`src/rtl/lanc_pkg.sv`:
```
package lanc_pkg;

	// frame geometry
	localparam int FRAME_BYTES = 8;
	localparam int TX_BYTES    = 2;
	localparam int TOTAL_BITS  = FRAME_BYTES * 8;
	localparam int TX_BITS     = TX_BYTES * 8;

	// field and counter widths
	localparam int BT_W    = 10;
	localparam int ST_W    = 16;
	localparam int TMR_W   = 16;
	localparam int THR_W   = 14;
	localparam int BC_W    = $clog2(TOTAL_BITS + 1);
	localparam int TXI_W   = $clog2(TX_BITS);
	localparam int SLOT_W  = 3;
	localparam int CFG_IW  = 2;
	localparam int CFG_DW  = 16;

	// register reset values
	localparam logic [BT_W-1:0] BIT_TICKS_RST  = BT_W'(104);
	localparam logic [ST_W-1:0] SYNC_TICKS_RST = ST_W'(3000);

	// configuration register indexes
	localparam logic [CFG_IW-1:0] REG_CMD_BYTE0  = CFG_IW'(0);
	localparam logic [CFG_IW-1:0] REG_CMD_BYTE1  = CFG_IW'(1);
	localparam logic [CFG_IW-1:0] REG_BIT_TICKS  = CFG_IW'(2);
	localparam logic [CFG_IW-1:0] REG_SYNC_TICKS = CFG_IW'(3);

	typedef enum logic [2:0] {
		PH_SYNC       = 3'd0,
		PH_WAIT_START = 3'd1,
		PH_TX_BIT     = 3'd2,
		PH_TX_STOP    = 3'd3,
		PH_WAIT_NEXT  = 3'd4,
		PH_RX_BIT     = 3'd5
	} phase_t;

	typedef struct packed {
		logic [7:0]      cmd_byte0;
		logic [7:0]      cmd_byte1;
		logic [BT_W-1:0] bit_ticks;
		logic [ST_W-1:0] sync_ticks;
	} cfg_t;

	typedef struct packed {
		logic              line_out;
		logic              rx_valid;
		logic [7:0]        rx_byte;
		logic [SLOT_W-1:0] rx_slot;
		logic              frame_done;
	} res_t;

	// command bytes packed into the transmit frame, bytes past the second send zero
	function automatic logic [TX_BITS-1:0] tx_frame_f(logic [7:0] c0, logic [7:0] c1);
		logic [31:0] w;
		w = {16'h0000, c1, c0};
		return w[TX_BITS-1:0];
	endfunction

endpackage

```
`src/rtl/lanc_in_if.sv`:
```
interface lanc_in_if;
	logic valid;
	logic ready;
	logic line_in;

	modport source (output valid, output line_in, input ready);
	modport sink (input valid, input line_in, output ready);
endinterface

```
`src/rtl/lanc_out_if.sv`:
```
interface lanc_out_if;
	logic                          valid;
	logic                          ready;
	logic                          line_out;
	logic                          rx_valid;
	logic [7:0]                    rx_byte;
	logic [lanc_pkg::SLOT_W-1:0]   rx_slot;
	logic                          frame_done;

	modport source (output valid, output line_out, output rx_valid, output rx_byte,
		output rx_slot, output frame_done, input ready);
	modport sink (input valid, input line_out, input rx_valid, input rx_byte,
		input rx_slot, input frame_done, output ready);
endinterface

```
`src/rtl/lanc_fsm.sv`:
```
module lanc_fsm (
	input  logic            clk,
	input  logic            arst_n,
	input  logic            step,
	input  logic            line,
	input  lanc_pkg::cfg_t  cfg,
	output lanc_pkg::res_t  res
);

	lanc_pkg::phase_t                  phase_q, phase_d;
	logic [lanc_pkg::TMR_W-1:0]        timer_q, timer_d, timer_inc;
	logic [lanc_pkg::BC_W-1:0]         bit_count_q, bit_count_d, bit_count_inc;
	logic [lanc_pkg::TX_BITS-1:0]      tx_frame_q, tx_frame_d;
	logic [7:0]                        rx_shift_q, rx_shift_d, rx_merged;
	logic                              drive_q, drive_d;

	logic [2:0]                        bit_nr;
	logic [lanc_pkg::THR_W-1:0]        thr_tx, thr_rx, thr_stop, thr_gap, half_bit;
	logic                              hit_tx, hit_rx, hit_stop, hit_gap;
	logic                              last_bit, frame_end;
	logic [lanc_pkg::BC_W-1:0]         slot_full;
	logic                              tx_bit_val;

	// saturating tick counter and bit position
	assign timer_inc     = (timer_q == '1) ? timer_q : timer_q + 1'b1;
	assign bit_nr        = bit_count_q[2:0];
	assign bit_count_inc = bit_count_q + 1'b1;
	assign last_bit      = (bit_nr == 3'd7);
	assign frame_end     = (bit_count_inc >= lanc_pkg::BC_W'(lanc_pkg::TOTAL_BITS));
	assign slot_full     = bit_count_q >> 3;

	// bit timing thresholds
	assign half_bit = lanc_pkg::THR_W'(cfg.bit_ticks >> 1);
	assign thr_tx   = lanc_pkg::THR_W'({1'b0, bit_nr} + 4'd1) * lanc_pkg::THR_W'(cfg.bit_ticks);
	assign thr_rx   = thr_tx + half_bit;
	assign thr_stop = lanc_pkg::THR_W'(cfg.bit_ticks) * lanc_pkg::THR_W'(9);
	assign thr_gap  = lanc_pkg::THR_W'(cfg.bit_ticks) * lanc_pkg::THR_W'(10) - half_bit;

	assign hit_tx   = (timer_inc >= lanc_pkg::TMR_W'(thr_tx));
	assign hit_rx   = (timer_inc >= lanc_pkg::TMR_W'(thr_rx));
	assign hit_stop = (timer_inc >= lanc_pkg::TMR_W'(thr_stop));
	assign hit_gap  = (timer_inc > lanc_pkg::TMR_W'(thr_gap));

	// transmit bit and receive merge
	assign tx_bit_val = (bit_count_q < lanc_pkg::BC_W'(lanc_pkg::TX_BITS))
		? tx_frame_q[bit_count_q[lanc_pkg::TXI_W-1:0]] : 1'b0;
	assign rx_merged  = rx_shift_q | (8'(line) << bit_nr);

	// next state
	always_comb begin
		phase_d     = phase_q;
		timer_d     = timer_inc;
		bit_count_d = bit_count_q;
		tx_frame_d  = tx_frame_q;
		rx_shift_d  = rx_shift_q;
		drive_d     = drive_q;
		unique case (phase_q)
			lanc_pkg::PH_SYNC: begin
				if (!line) begin
					timer_d = '0;
				end else if (timer_inc >= cfg.sync_ticks) begin
					tx_frame_d = lanc_pkg::tx_frame_f(cfg.cmd_byte0, cfg.cmd_byte1);
					phase_d    = lanc_pkg::PH_WAIT_START;
				end
			end
			lanc_pkg::PH_WAIT_START: begin
				if (!line) begin
					bit_count_d = '0;
					timer_d     = '0;
					rx_shift_d  = '0;
					phase_d     = lanc_pkg::PH_TX_BIT;
				end
			end
			lanc_pkg::PH_TX_BIT: begin
				if (hit_tx) begin
					drive_d     = tx_bit_val;
					bit_count_d = bit_count_inc;
					if (last_bit) begin
						phase_d = lanc_pkg::PH_TX_STOP;
					end
				end
			end
			lanc_pkg::PH_TX_STOP: begin
				if (hit_stop) begin
					drive_d = 1'b0;
					if (bit_count_q >= lanc_pkg::BC_W'(lanc_pkg::TOTAL_BITS)) begin
						timer_d = '0;
						phase_d = lanc_pkg::PH_SYNC;
					end else begin
						phase_d = lanc_pkg::PH_WAIT_NEXT;
					end
				end
			end
			lanc_pkg::PH_WAIT_NEXT: begin
				if (hit_gap && !line) begin
					timer_d    = '0;
					rx_shift_d = '0;
					phase_d    = (bit_count_q < lanc_pkg::BC_W'(lanc_pkg::TX_BITS))
						? lanc_pkg::PH_TX_BIT : lanc_pkg::PH_RX_BIT;
				end
			end
			lanc_pkg::PH_RX_BIT: begin
				if (hit_rx) begin
					rx_shift_d  = rx_merged;
					bit_count_d = bit_count_inc;
					if (last_bit) begin
						if (frame_end) begin
							timer_d = '0;
							phase_d = lanc_pkg::PH_SYNC;
						end else begin
							phase_d = lanc_pkg::PH_WAIT_NEXT;
						end
					end
				end
			end
			default: begin
				timer_d = '0;
				phase_d = lanc_pkg::PH_SYNC;
			end
		endcase
	end

	// result of this tick
	always_comb begin
		res            = '0;
		res.line_out   = drive_d;
		unique case (phase_q)
			lanc_pkg::PH_TX_STOP: begin
				res.frame_done = hit_stop
					&& (bit_count_q >= lanc_pkg::BC_W'(lanc_pkg::TOTAL_BITS));
			end
			lanc_pkg::PH_RX_BIT: begin
				if (hit_rx && last_bit) begin
					res.rx_valid   = 1'b1;
					res.rx_byte    = rx_merged;
					res.rx_slot    = lanc_pkg::SLOT_W'(slot_full);
					res.frame_done = frame_end;
				end
			end
			default: begin
				res.frame_done = 1'b0;
			end
		endcase
	end

	// state registers, advance once per tick
	always_ff @(posedge clk or negedge arst_n) begin
		if (!arst_n) begin
			phase_q     <= lanc_pkg::PH_SYNC;
			timer_q     <= '0;
			bit_count_q <= '0;
			tx_frame_q  <= '0;
			rx_shift_q  <= '0;
			drive_q     <= 1'b0;
		end else if (step) begin
			phase_q     <= phase_d;
			timer_q     <= timer_d;
			bit_count_q <= bit_count_d;
			tx_frame_q  <= tx_frame_d;
			rx_shift_q  <= rx_shift_d;
			drive_q     <= drive_d;
		end
	end

	// a received byte only comes out of a receive slot
	a_rx_in_rx_slot: assert property (@(posedge clk) disable iff (!arst_n)
		step && res.rx_valid |-> phase_q == lanc_pkg::PH_RX_BIT)
		else $error("rx byte outside receive slot");

	// end of frame goes straight back to sync search
	a_done_to_sync: assert property (@(posedge clk) disable iff (!arst_n)
		step && res.frame_done |=> phase_q == lanc_pkg::PH_SYNC && timer_q == '0)
		else $error("frame end did not return to sync");

	// bit counter never runs past the frame
	a_bit_count_range: assert property (@(posedge clk) disable iff (!arst_n)
		bit_count_q <= lanc_pkg::BC_W'(lanc_pkg::TOTAL_BITS))
		else $error("bit count past frame length");

	// line is only driven inside a transmit slot
	a_drive_in_tx: assert property (@(posedge clk) disable iff (!arst_n)
		drive_q |-> phase_q == lanc_pkg::PH_TX_BIT || phase_q == lanc_pkg::PH_TX_STOP)
		else $error("line driven outside transmit slot");

	// no tick, no state change
	a_hold_when_idle: assert property (@(posedge clk) disable iff (!arst_n)
		!step |=> $stable(phase_q) && $stable(timer_q) && $stable(bit_count_q))
		else $error("state moved without a tick");

endmodule

```
`src/rtl/lanc_frame_transceiver_top.sv`:
```
// Single-wire camera bus frame transceiver.
// in_ch carries one beat per time tick with the sampled bus level (line_in).
// out_ch returns exactly one beat per input beat: the level to drive on the
// pin (line_out), a received byte with its slot index when rx_valid is set,
// and frame_done on the tick the last slot of a frame finishes.
// The block waits for sync_ticks high ticks, latches cmd_byte0/cmd_byte1,
// then sends them LSB first in the first two slots and receives six bytes.
// Configuration is a plain write port (cfg_we, cfg_index, cfg_wdata); writes
// to the command bytes take effect at the next sync, bit_ticks at once.
// A beat accepted into the input register is processed by the frame state
// machine, and its result is held and presented from the result register.
// Throughput: one beat per cycle while out_ch does not stall.
// If out_ch stalls, the pending result waits in its register, one more beat
// may be taken into the input register, then in_ch.ready drops until it drains.
// Reset (arst_n low) clears the frame state to sync search, idle line, and
// restores the register defaults; no beats are held after reset.
module lanc_frame_transceiver_top (
	input  logic                          clk,
	input  logic                          arst_n,
	lanc_in_if.sink                       in_ch,
	lanc_out_if.source                    out_ch,
	input  logic                          cfg_we,
	input  logic [lanc_pkg::CFG_IW-1:0]   cfg_index,
	input  logic [lanc_pkg::CFG_DW-1:0]   cfg_wdata
);

	lanc_pkg::cfg_t  cfg_q;
	lanc_pkg::res_t  res;
	lanc_pkg::res_t  res_q;
	logic            valid_s1;
	logic            line_s1;
	logic            out_valid_q;
	logic            step;

	// configuration registers
	always_ff @(posedge clk or negedge arst_n) begin
		if (!arst_n) begin
			cfg_q.cmd_byte0  <= '0;
			cfg_q.cmd_byte1  <= '0;
			cfg_q.bit_ticks  <= lanc_pkg::BIT_TICKS_RST;
			cfg_q.sync_ticks <= lanc_pkg::SYNC_TICKS_RST;
		end else if (cfg_we) begin
			unique case (cfg_index)
				lanc_pkg::REG_CMD_BYTE0:  cfg_q.cmd_byte0  <= cfg_wdata[7:0];
				lanc_pkg::REG_CMD_BYTE1:  cfg_q.cmd_byte1  <= cfg_wdata[7:0];
				lanc_pkg::REG_BIT_TICKS:  cfg_q.bit_ticks  <= cfg_wdata[lanc_pkg::BT_W-1:0];
				lanc_pkg::REG_SYNC_TICKS: cfg_q.sync_ticks <= cfg_wdata[lanc_pkg::ST_W-1:0];
				default: ;
			endcase
		end
	end

	// handshake: process when a beat is held and the result slot is free
	assign step        = valid_s1 && (!out_valid_q || out_ch.ready);
	assign in_ch.ready = !valid_s1 || step;

	// input register
	always_ff @(posedge clk or negedge arst_n) begin
		if (!arst_n) begin
			valid_s1 <= 1'b0;
		end else if (in_ch.ready) begin
			valid_s1 <= in_ch.valid;
		end
	end

	always_ff @(posedge clk) begin
		if (in_ch.ready && in_ch.valid) begin
			line_s1 <= in_ch.line_in;
		end
	end

	// frame state machine
	lanc_fsm u_fsm (
		.clk    (clk),
		.arst_n (arst_n),
		.step   (step),
		.line   (line_s1),
		.cfg    (cfg_q),
		.res    (res)
	);

	// result register
	always_ff @(posedge clk or negedge arst_n) begin
		if (!arst_n) begin
			out_valid_q <= 1'b0;
		end else if (step) begin
			out_valid_q <= 1'b1;
		end else if (out_ch.ready) begin
			out_valid_q <= 1'b0;
		end
	end

	always_ff @(posedge clk) begin
		if (step) begin
			res_q <= res;
		end
	end

	assign out_ch.valid      = out_valid_q;
	assign out_ch.line_out   = res_q.line_out;
	assign out_ch.rx_valid   = res_q.rx_valid;
	assign out_ch.rx_byte    = res_q.rx_byte;
	assign out_ch.rx_slot    = res_q.rx_slot;
	assign out_ch.frame_done = res_q.frame_done;

endmodule
```
`src/flat_wrapper.sv`:
```
// flat-port wrapper written by rule: the top's interface ports become plain ports
module lanc_frame_transceiver_top_flat 
  (clk, arst_n, cfg_we, cfg_index, cfg_wdata, in_ch_valid, in_ch_line_in, in_ch_ready, out_ch_valid, out_ch_line_out, out_ch_rx_valid, out_ch_rx_byte, out_ch_rx_slot, out_ch_frame_done, out_ch_ready);
  lanc_in_if in_ch_i ();
  lanc_out_if out_ch_i ();
  input  logic clk;
  input  logic arst_n;
  input  logic cfg_we;
  input  logic [lanc_pkg::CFG_IW-1:0] cfg_index;
  input  logic [lanc_pkg::CFG_DW-1:0] cfg_wdata;
  input wire logic [$bits(in_ch_i.valid)-1:0] in_ch_valid;
  input wire logic [$bits(in_ch_i.line_in)-1:0] in_ch_line_in;
  output wire logic [$bits(in_ch_i.ready)-1:0] in_ch_ready;
  output wire logic [$bits(out_ch_i.valid)-1:0] out_ch_valid;
  output wire logic [$bits(out_ch_i.line_out)-1:0] out_ch_line_out;
  output wire logic [$bits(out_ch_i.rx_valid)-1:0] out_ch_rx_valid;
  output wire logic [$bits(out_ch_i.rx_byte)-1:0] out_ch_rx_byte;
  output wire logic [$bits(out_ch_i.rx_slot)-1:0] out_ch_rx_slot;
  output wire logic [$bits(out_ch_i.frame_done)-1:0] out_ch_frame_done;
  input wire logic [$bits(out_ch_i.ready)-1:0] out_ch_ready;
  assign in_ch_i.valid = in_ch_valid;
  assign in_ch_i.line_in = in_ch_line_in;
  assign in_ch_ready = in_ch_i.ready;
  assign out_ch_valid = out_ch_i.valid;
  assign out_ch_line_out = out_ch_i.line_out;
  assign out_ch_rx_valid = out_ch_i.rx_valid;
  assign out_ch_rx_byte = out_ch_i.rx_byte;
  assign out_ch_rx_slot = out_ch_i.rx_slot;
  assign out_ch_frame_done = out_ch_i.frame_done;
  assign out_ch_i.ready = out_ch_ready;
  lanc_frame_transceiver_top u_core (.clk(clk), .arst_n(arst_n), .in_ch(in_ch_i), .out_ch(out_ch_i), .cfg_we(cfg_we), .cfg_index(cfg_index), .cfg_wdata(cfg_wdata));
endmodule
```
`config.mk`:
```
export PLATFORM = sky130hd
export DESIGN_NAME = lanc_frame_transceiver_top_flat
export DESIGN_NICKNAME = d
export VERILOG_FILES = /design/src/rtl/lanc_pkg.sv /design/src/rtl/lanc_in_if.sv /design/src/rtl/lanc_out_if.sv /design/src/rtl/lanc_fsm.sv /design/src/rtl/lanc_frame_transceiver_top.sv /design/src/flat_wrapper.sv
export SDC_FILE = /design/constraint.sdc
export NUM_CORES = 1
export LEC_CHECK = 0
export BUFFER_PORTS_ARGS = -buffer_cell sky130_fd_sc_hd__buf_4
export CORE_MARGIN = 5
export CORE_UTILIZATION = 60
export CTS_CLUSTER_DIAMETER = 50
export DETAILED_ROUTE_END_ITERATION = 10
export PLACE_DENSITY = 0.78
export SLEW_MARGIN = 10
export SYNTH_ARGS = -nofsm -noshare
export SYNTH_HDL_FRONTEND = slang
export SYNTH_SLANG_ARGS = --single-unit
```
`constraint.sdc`:
```
create_clock -name clk -period 12.6 [get_ports clk]
set_clock_uncertainty 0.2 [all_clocks]
set_input_delay 2.52 -clock clk [delete_from_list [all_inputs] [get_ports clk]]
set_output_delay 2.52 -clock clk [all_outputs]
set_load 0.02 [all_outputs]
```
Yosys cells after proc, flatten, opt, wreduce, memory -nomap -nowiden
Cells that the tools add are included.

storage, ports and cells
  logic and storage cells = 121
  register bits after elaboration = 110
  output and inout port bits = 16
  input port bits = 24

operators by class
  $mul = 3
  muxes and demuxes = 40
  magnitude comparators = 9
  add/subtract/negate cells = 5
  eq/ne operators = 19
  reductions and logical operators = 25
  shift operators = 1
  bitwise logic cells = 1

operator list
  cell                                                 count
  2-to-1 mux 16 bit                                    8
  case mux 16 bit (5 select lines)                     1
  >= comparator 16 x 14 -> 1 bit                       3
  2-to-1 mux 3 bit                                     12
  2-to-1 mux 8 bit                                     3
  case mux 8 bit (3 select lines)                      1
  2-to-1 mux 7 bit                                     3
  case mux 7 bit (3 select lines)                      1
  case mux 3 bit (6 select lines)                      1
  adder 16 x 1 -> 16 bit (second input constant)       1
  equality test 16 bit (second input constant)         1
  >= comparator 16 bit                                 1
  greater-than comparator 16 x 14 -> 1 bit             1
  inequality test 2 bit (second input constant)        8
  adder 14 x 9 -> 14 bit                               1
  >= comparator 7 bit (second input constant)          2
  multiplier 10 x 4 -> 14 bit (second input constant)  1
  multiplier 4 x 10 -> 14 bit                          1
  subtractor 14 x 9 -> 14 bit                          1
  multiplier 10 x 3 -> 13 bit (second input constant)  1
  2-to-1 mux 13 bit                                    1
  AND reduction 10 bit                                 1
  AND reduction 2 bit                                  5
  AND reduction 5 bit                                  2
  other kinds (24)                                     42

Depth between registers and ports, before layout
  word-level depth = 7
  depth in mapped cells = 29
  mapped depth without buffers = 27

By module
A second synthesis with hierarchy kept.

unflattened totals
  cells, all modules = 1018
  area total of the unflattened synthesis = 9738.1 um^2

by module, submodules not included
  module                      instances  seq. area each (um^2)  cells each  area each (um^2)
  lanc_fsm                    1          1276.2                 905         7588.5
  lanc_frame_transceiver_top  1          1564.0                 113         2149.6

Least setup slack after synthesis
OpenSTA, ideal clock, no wires.

  kind = flip-flop to flip-flop
  start point = register u_core.u_fsm.bit_count_q[0] (netlist name)
  end point = register u_core.u_fsm.phase_q[2]
  arrival = 6.286 ns
  path buffers = 2
  clock period less this slack = 6.607 ns
  slack = 5.993 ns
  cell stages (with the launch flop) = 27
  path through = dfrtp_1 > clkbuf_1 > and3_1 > clkbuf_1 > nand2_1 > fa_1 > inv_1 > fa_1 > inv_1 > fa_1 > inv_1 > ha_1 > o21ai_0 > a21oi_1 > o311ai_0 > a21oi_1 > o21ai_0 > nor3_1 > xnor2_1 > ha_1 > nand4_1 > nor2_1 > o21ai_0 > o211ai_2 > o21ai_1 > or4_1 > a22o_1

on the way
  cells in the longest elaborated chain, start to end = 6
  elaborated cells on any way between the ends = 23
  classes of those cells = add/sub (3); mul (1); order compare (5); eq/ne (5); mux (8); reduce/logical (1)

ends and longest elaborated chain
  item                                                                                             RTL line                         source
  start, declared                                                                                  lanc_fsm.sv:12                   logic [lanc_pkg::BC_W-1:0] bit_count_q, bit_count_d, bit_count_inc;
  start signal, assigned                                                                           lanc_fsm.sv:158                  bit_count_q <= bit_count_d;
  adder 3 x 1 -> 4 bit / adder 7 x 1 -> 7 bit (equally long branches)                              lanc_fsm.sv:34, lanc_fsm.sv:27
  multiplier 4 x 10 -> 14 bit / >= comparator 7 bit (equally long branches)                        lanc_fsm.sv:34, lanc_fsm.sv:29
  adder 14 x 9 -> 14 bit / 2-to-1 mux 3 bit (equally long branches)                                lanc_fsm.sv:35, lanc_fsm.sv:107
  >= comparator 16 x 14 -> 1 bit / 2-to-1 mux 3 bit (equally long branches)                        lanc_fsm.sv:40, lanc_fsm.sv:106
  inequality test 2 bit (no source line) / 2-to-1 mux 3 bit (equally long branches)                n/a
  AND reduction 10 bit (no source line) / case mux 3 bit (6 select lines) (equally long branches)  n/a
  end signal, assigned                                                                             lanc_fsm.sv:149                  phase_q <= lanc_pkg::PH_SYNC;
  end signal, assigned                                                                             lanc_fsm.sv:156                  phase_q <= phase_d;
  end, declared                                                                                    lanc_fsm.sv:10                   lanc_pkg::phase_t phase_q, phase_d;

Parallel ways exist; a longest one is shown, timed or not. The select of a mux whose other input is x is not followed.
A chain may end at the register's enable or synchronous reset.

Worst setup path after layout
  start point = register u_core.u_fsm.bit_count_q[0] (netlist name)
  end point = register u_core.u_fsm.timer_q[10] (netlist name)

on the way
  cells in the longest elaborated chain, start to end = 6
  elaborated cells on any way between the ends = 14
  classes of those cells = add/sub (3); mul (1); order compare (3); eq/ne (1); mux (6)

ends and longest elaborated chain
  item                                                                        RTL line                         source
  adder 3 x 1 -> 4 bit / adder 7 x 1 -> 7 bit (equally long branches)         lanc_fsm.sv:34, lanc_fsm.sv:27
  multiplier 4 x 10 -> 14 bit / >= comparator 7 bit (equally long branches)   lanc_fsm.sv:34, lanc_fsm.sv:29
  adder 14 x 9 -> 14 bit / 2-to-1 mux 16 bit (equally long branches)          lanc_fsm.sv:35, lanc_fsm.sv:107
  >= comparator 16 x 14 -> 1 bit / 2-to-1 mux 16 bit (equally long branches)  lanc_fsm.sv:40, lanc_fsm.sv:106
  2-to-1 mux 16 bit                                                           lanc_fsm.sv:103                  if (hit_rx) begin
  case mux 16 bit (5 select lines) *                                          lanc_fsm.sv:57                   unique case (phase_q)
  end signal, assigned                                                        lanc_fsm.sv:157                  timer_q <= timer_d;
  end, declared                                                               lanc_fsm.sv:11                   logic [lanc_pkg::TMR_W-1:0] timer_q, timer_d, timer_inc;

Mark *: on every way between the ends. The rest lies on a longest branch, timed or not.

==> impl_results.md <==
* Mean post-synth cell area at 9.41 um2
* Crit Path Class: reg -> reg
* Final min period at 7.87 ns
* Layout cells sized above 1 at 15.9%
* Post-synthesis sequential area ratio at 28.7%
* Post-CTS resize count at 0
* Starting Density at 60.5%
* Initial antenna violation count at 0
* Global route overflow at 0
* Total Nets Final at 1267
* Slew HR at 37.3%
* Worst-path clk slew at 0.08 ns
* IO buf count at 39
* Post-synthesis mux area share at 8.56%
* CORE AREA at 16300 um2
* Root Driver: clkbuf_16
* Cts bufs inserted at 9
* # fillers at 1356
* Setup Buffers After CTS at 0
* Final worst slack at 4.73 ns
* CP most frequent cell: o21ai_0
* Die Wd at 138 um
* Top Family by Delay on Critical Path: adder cells
* HPWL after detailed placement at 17.5 mm
* Fin. Hold Viols at 0
* FF-to-FF path depth at 24
* Clk_lat worst skew at 0.37 ns
* CP max-delay cell: dfrtp_1
* WL/cell at 18.0 um
* Largest cells by area after synthesis: dfrtp_1 22%, ha_1 18%, mux2_2 7.2%
* Post-synth top area share at 21.5%
* Total GRT Usage at 24.6%
* Worst EP required at 12.61 ns
* CP Max Fanout at 23
* PwrDens at 228 nW/um2
* P_sw at 0.00117 W
* Num Clock Sinks at 110
* Post-synthesis xor/xnor area fraction at 4.34%
* Critical path depth at 24
* Area of the multi-input gates at 6580 um2
* Slowest stage delay, CP at 0.89 ns
* Largest net degree at the start of global routing at 77
* DR vias/cell at 6.02
* H-tree Lvls at 3
* Post-Syn Nets at 1235
* Max Cap Viol at 0
* Largest family of logic cells by synthesized area: adder cells
* ANT cells at 0
* Warnings, synthesis at 0
* First-pass GRT wire length at 38.6 mm
* Setup violations, final at 0
* Antenna Nets Post-Route at 0
* CP Cell Sequence: and3_1 > nand2_1 > fa_1 > inv_1 > fa_1 > inv_1 > fa_1 > inv_1 > ha_1 > o21ai_0 > a21oi_1 > o311ai_0 > a21oi_1 > o21ai_0 > nor3_1 > xnor2_1 > ha_1 > nand4_1 > nor2_1 > o21ai_0 > o211ai_2 > a31oi_1 > nor3_2 > o21ai_0
* Unrepaired setup endpoints after global routing: false
* Hold Buf Count CTS at 0
* Post-synth top area cell: dfrtp_1
* Vias at 7867
* Combinational Power Share at 66.7%
* Sequential share of power at 20.8%
* Die area at 19100 um2
* CP bufs+invs at 3
* Sw frac at 47.9%
* Drt pass-1 iters at 5
* Most frequent cells after synthesis: 141 x ha_1, 89 x inv_1, 85 x dfrtp_1
* RePlAce Congestion at 0.966
* Final setup TNS at 0 ns
* Routed wire length at 23.5 mm
* CP Capture Type: flop
* Hold/Removal Path Class: reg -> reg
* Static Leak at 5.16 nW
* Synth Cell Area at 9890 um2
* Syn-to-layout area delta at 8.72%
* Internal at 0.00127 W
* #FFs+latches synth at 110
* Clk network pwr share at 12.5%
* Synth Area in Simple Gates at 17.8%
* Fin crit share at 62.4%
* Register Area at 2840 um2
* Netlist cell types at 76
* Peak supply drop at 138 uV
* Share of async-settable or async-resettable flops after synthesis at 86.4%
* CTS Buffer Depth at 2
* Synth Area in Compound Gates at 14.0%
* Worst hold stages at 1
* Count of final max-slew check failures at 0
* Synthesized-area fraction occupied by adder cells at 21.9%
* Syn Inst Count at 1050
* Top Ports at 40
* Ys flop type: dfrtp_1
* Die height at 138 um
* TritonCTS clock tree: done
* Initial DRC count at 511
* Number of synthesized flops with an enable pin at 15
* Post-route DRC at 0
* Place WS at 4.78 ns
* Crit path launch type: flop
* Top-count cell post-synth: ha_1
* Worst Path Arrival at 7.88 ns
* Slew @ Worst Pin at 0.940 ns
* Number of global-route vias before repair at 7799
* FMAX at 127 MHz
* Rows at 47
* Outcome: finished clean
-- metal layers --
metal / global-route usage (%) / share of wire (%) / vias to the layer above
met5: 0 / 0 / -
met4: 9.26 / 3.3 / 0
met3: 4.14 / 4.8 / 55
met2: 39.4 / 46 / 188
met1: 33.6 / 46 / 3804
li1: - / - / 3820
-- path summary, 6_finish.rpt --
check,endpoint,from,slack (ns)
worst max-delay path,u_core.u_fsm.timer_q[10],u_core.u_fsm.bit_count_q[0],4.73
worst min-delay path,u_core.out_ch.valid,u_core.valid_s1,0.30
worst max register to register,u_core.u_fsm.timer_q[10],u_core.u_fsm.bit_count_q[0],4.73
worst min register to register,u_core.out_ch.valid,u_core.valid_s1,0.30
max in group asynchronous,u_core.cfg_q[25],arst_n,9.16
min in group asynchronous,u_core.u_fsm.timer_q[11],arst_n,1.82
-- kinds of logic (layout without fill, tap and decap cells) --
group                    count (synthesis)  after routing
AO/OA/AOI/OAI                          210            210
XOR/XNOR                                49             49
adder cells (fa/ha/maj)                161            161
buffers and inverters                  121            158
flip-flops                             110            110
multiplexers                            70             70
AND/OR/NAND/NOR                        329            329
-- cell type report --
type,instances,share of cell area (%)
clock inverters,7,0.896
inverters,90,3.14
repair buffers,52,3.63
flip-flops and latches,110,26.4
multi-input cells,819,61.2
clock buffers,9,2.10
well taps,220,2.56
-- registers in the layout, summed over array words and instances (netlist names) --
signal                    flops
u_core.out_ch.rx_byte         8
u_core.out_ch.line_out        1
u_core.u_fsm.timer_q         16
u_core.u_fsm.bit_count_q      7
u_core.u_fsm.phase_q          3
u_core.u_fsm.tx_frame_q      16
u_core.u_fsm.drive_q          1
u_core.cfg_q                 42
u_core.out_ch.rx_valid        1
u_core.out_ch.frame_done      1
u_core.out_ch.rx_slot         3
u_core.out_ch.valid           1
u_core.line_s1                1
u_core.u_fsm.rx_shift_q       8
u_core.valid_s1               1
-- worst register-to-register path, delay by kind of cell, from the launching register on --
family          cells  cell delay [ns]
simple gates        6             1.76
xor+xnor            1             0.15
fa+ha+maj           5             2.31
flops               1             0.89
compound gates      9             2.23
buf+inv             3             0.17
-- cell usage in the layout (no fill, tap or decap), types with 6 or more instances in the layout --
cell / instances
nand2b_1: 24
o211ai_1: 8
nor3_1: 16
edfxtp_1: 15
o31ai_1: 9
or4_1: 7
nand4_1: 12
ha_1: 141
a31oi_1: 16
nand2_1: 66
or2_2: 10
fa_1: 20
and2_1: 31
dfrtp_1: 85
xnor2_1: 28
o21a_1: 13
nor2_1: 73
a21o_1: 16
buf_4: 52
dfstp_2: 10
clkbuf_16: 9
xor2_1: 21
nor4_1: 8
a21oi_1: 52
a211oi_1: 6
inv_1: 89
mux2_2: 63
nand3_1: 29
o21ai_0: 44
nor2b_1: 16
-- power by group through the flow --
stage	Sequential [W]	Clock [W]	Combinational [W]
after floorplan	0.000461	0	0.00130
after global placement	0.000508	0	0.00157
after detailed placement	0.000511	0	0.00161
after CTS	0.000506	0.000310	0.00162
after global routing	0.000517	0.000327	0.00187
final	0.000508	0.000306	0.00163
-- stage by stage --
step	instance area, um2	power, W	cells	utilization [%]	hold slack [ns]
floorplan	9890	0.00176	1050	-	0.257
CTS	10700	0.00244	1307	65.7	0.297
global placement	10400	0.00207	1291	63.8	0.269
detailed placement	10400	0.00212	1291	63.8	0.285
finish	10700	0.00245	1307	65.7	0.299
global route	10700	0.00271	1307	65.7	0.319
Power figures use the tool's default switching activity.
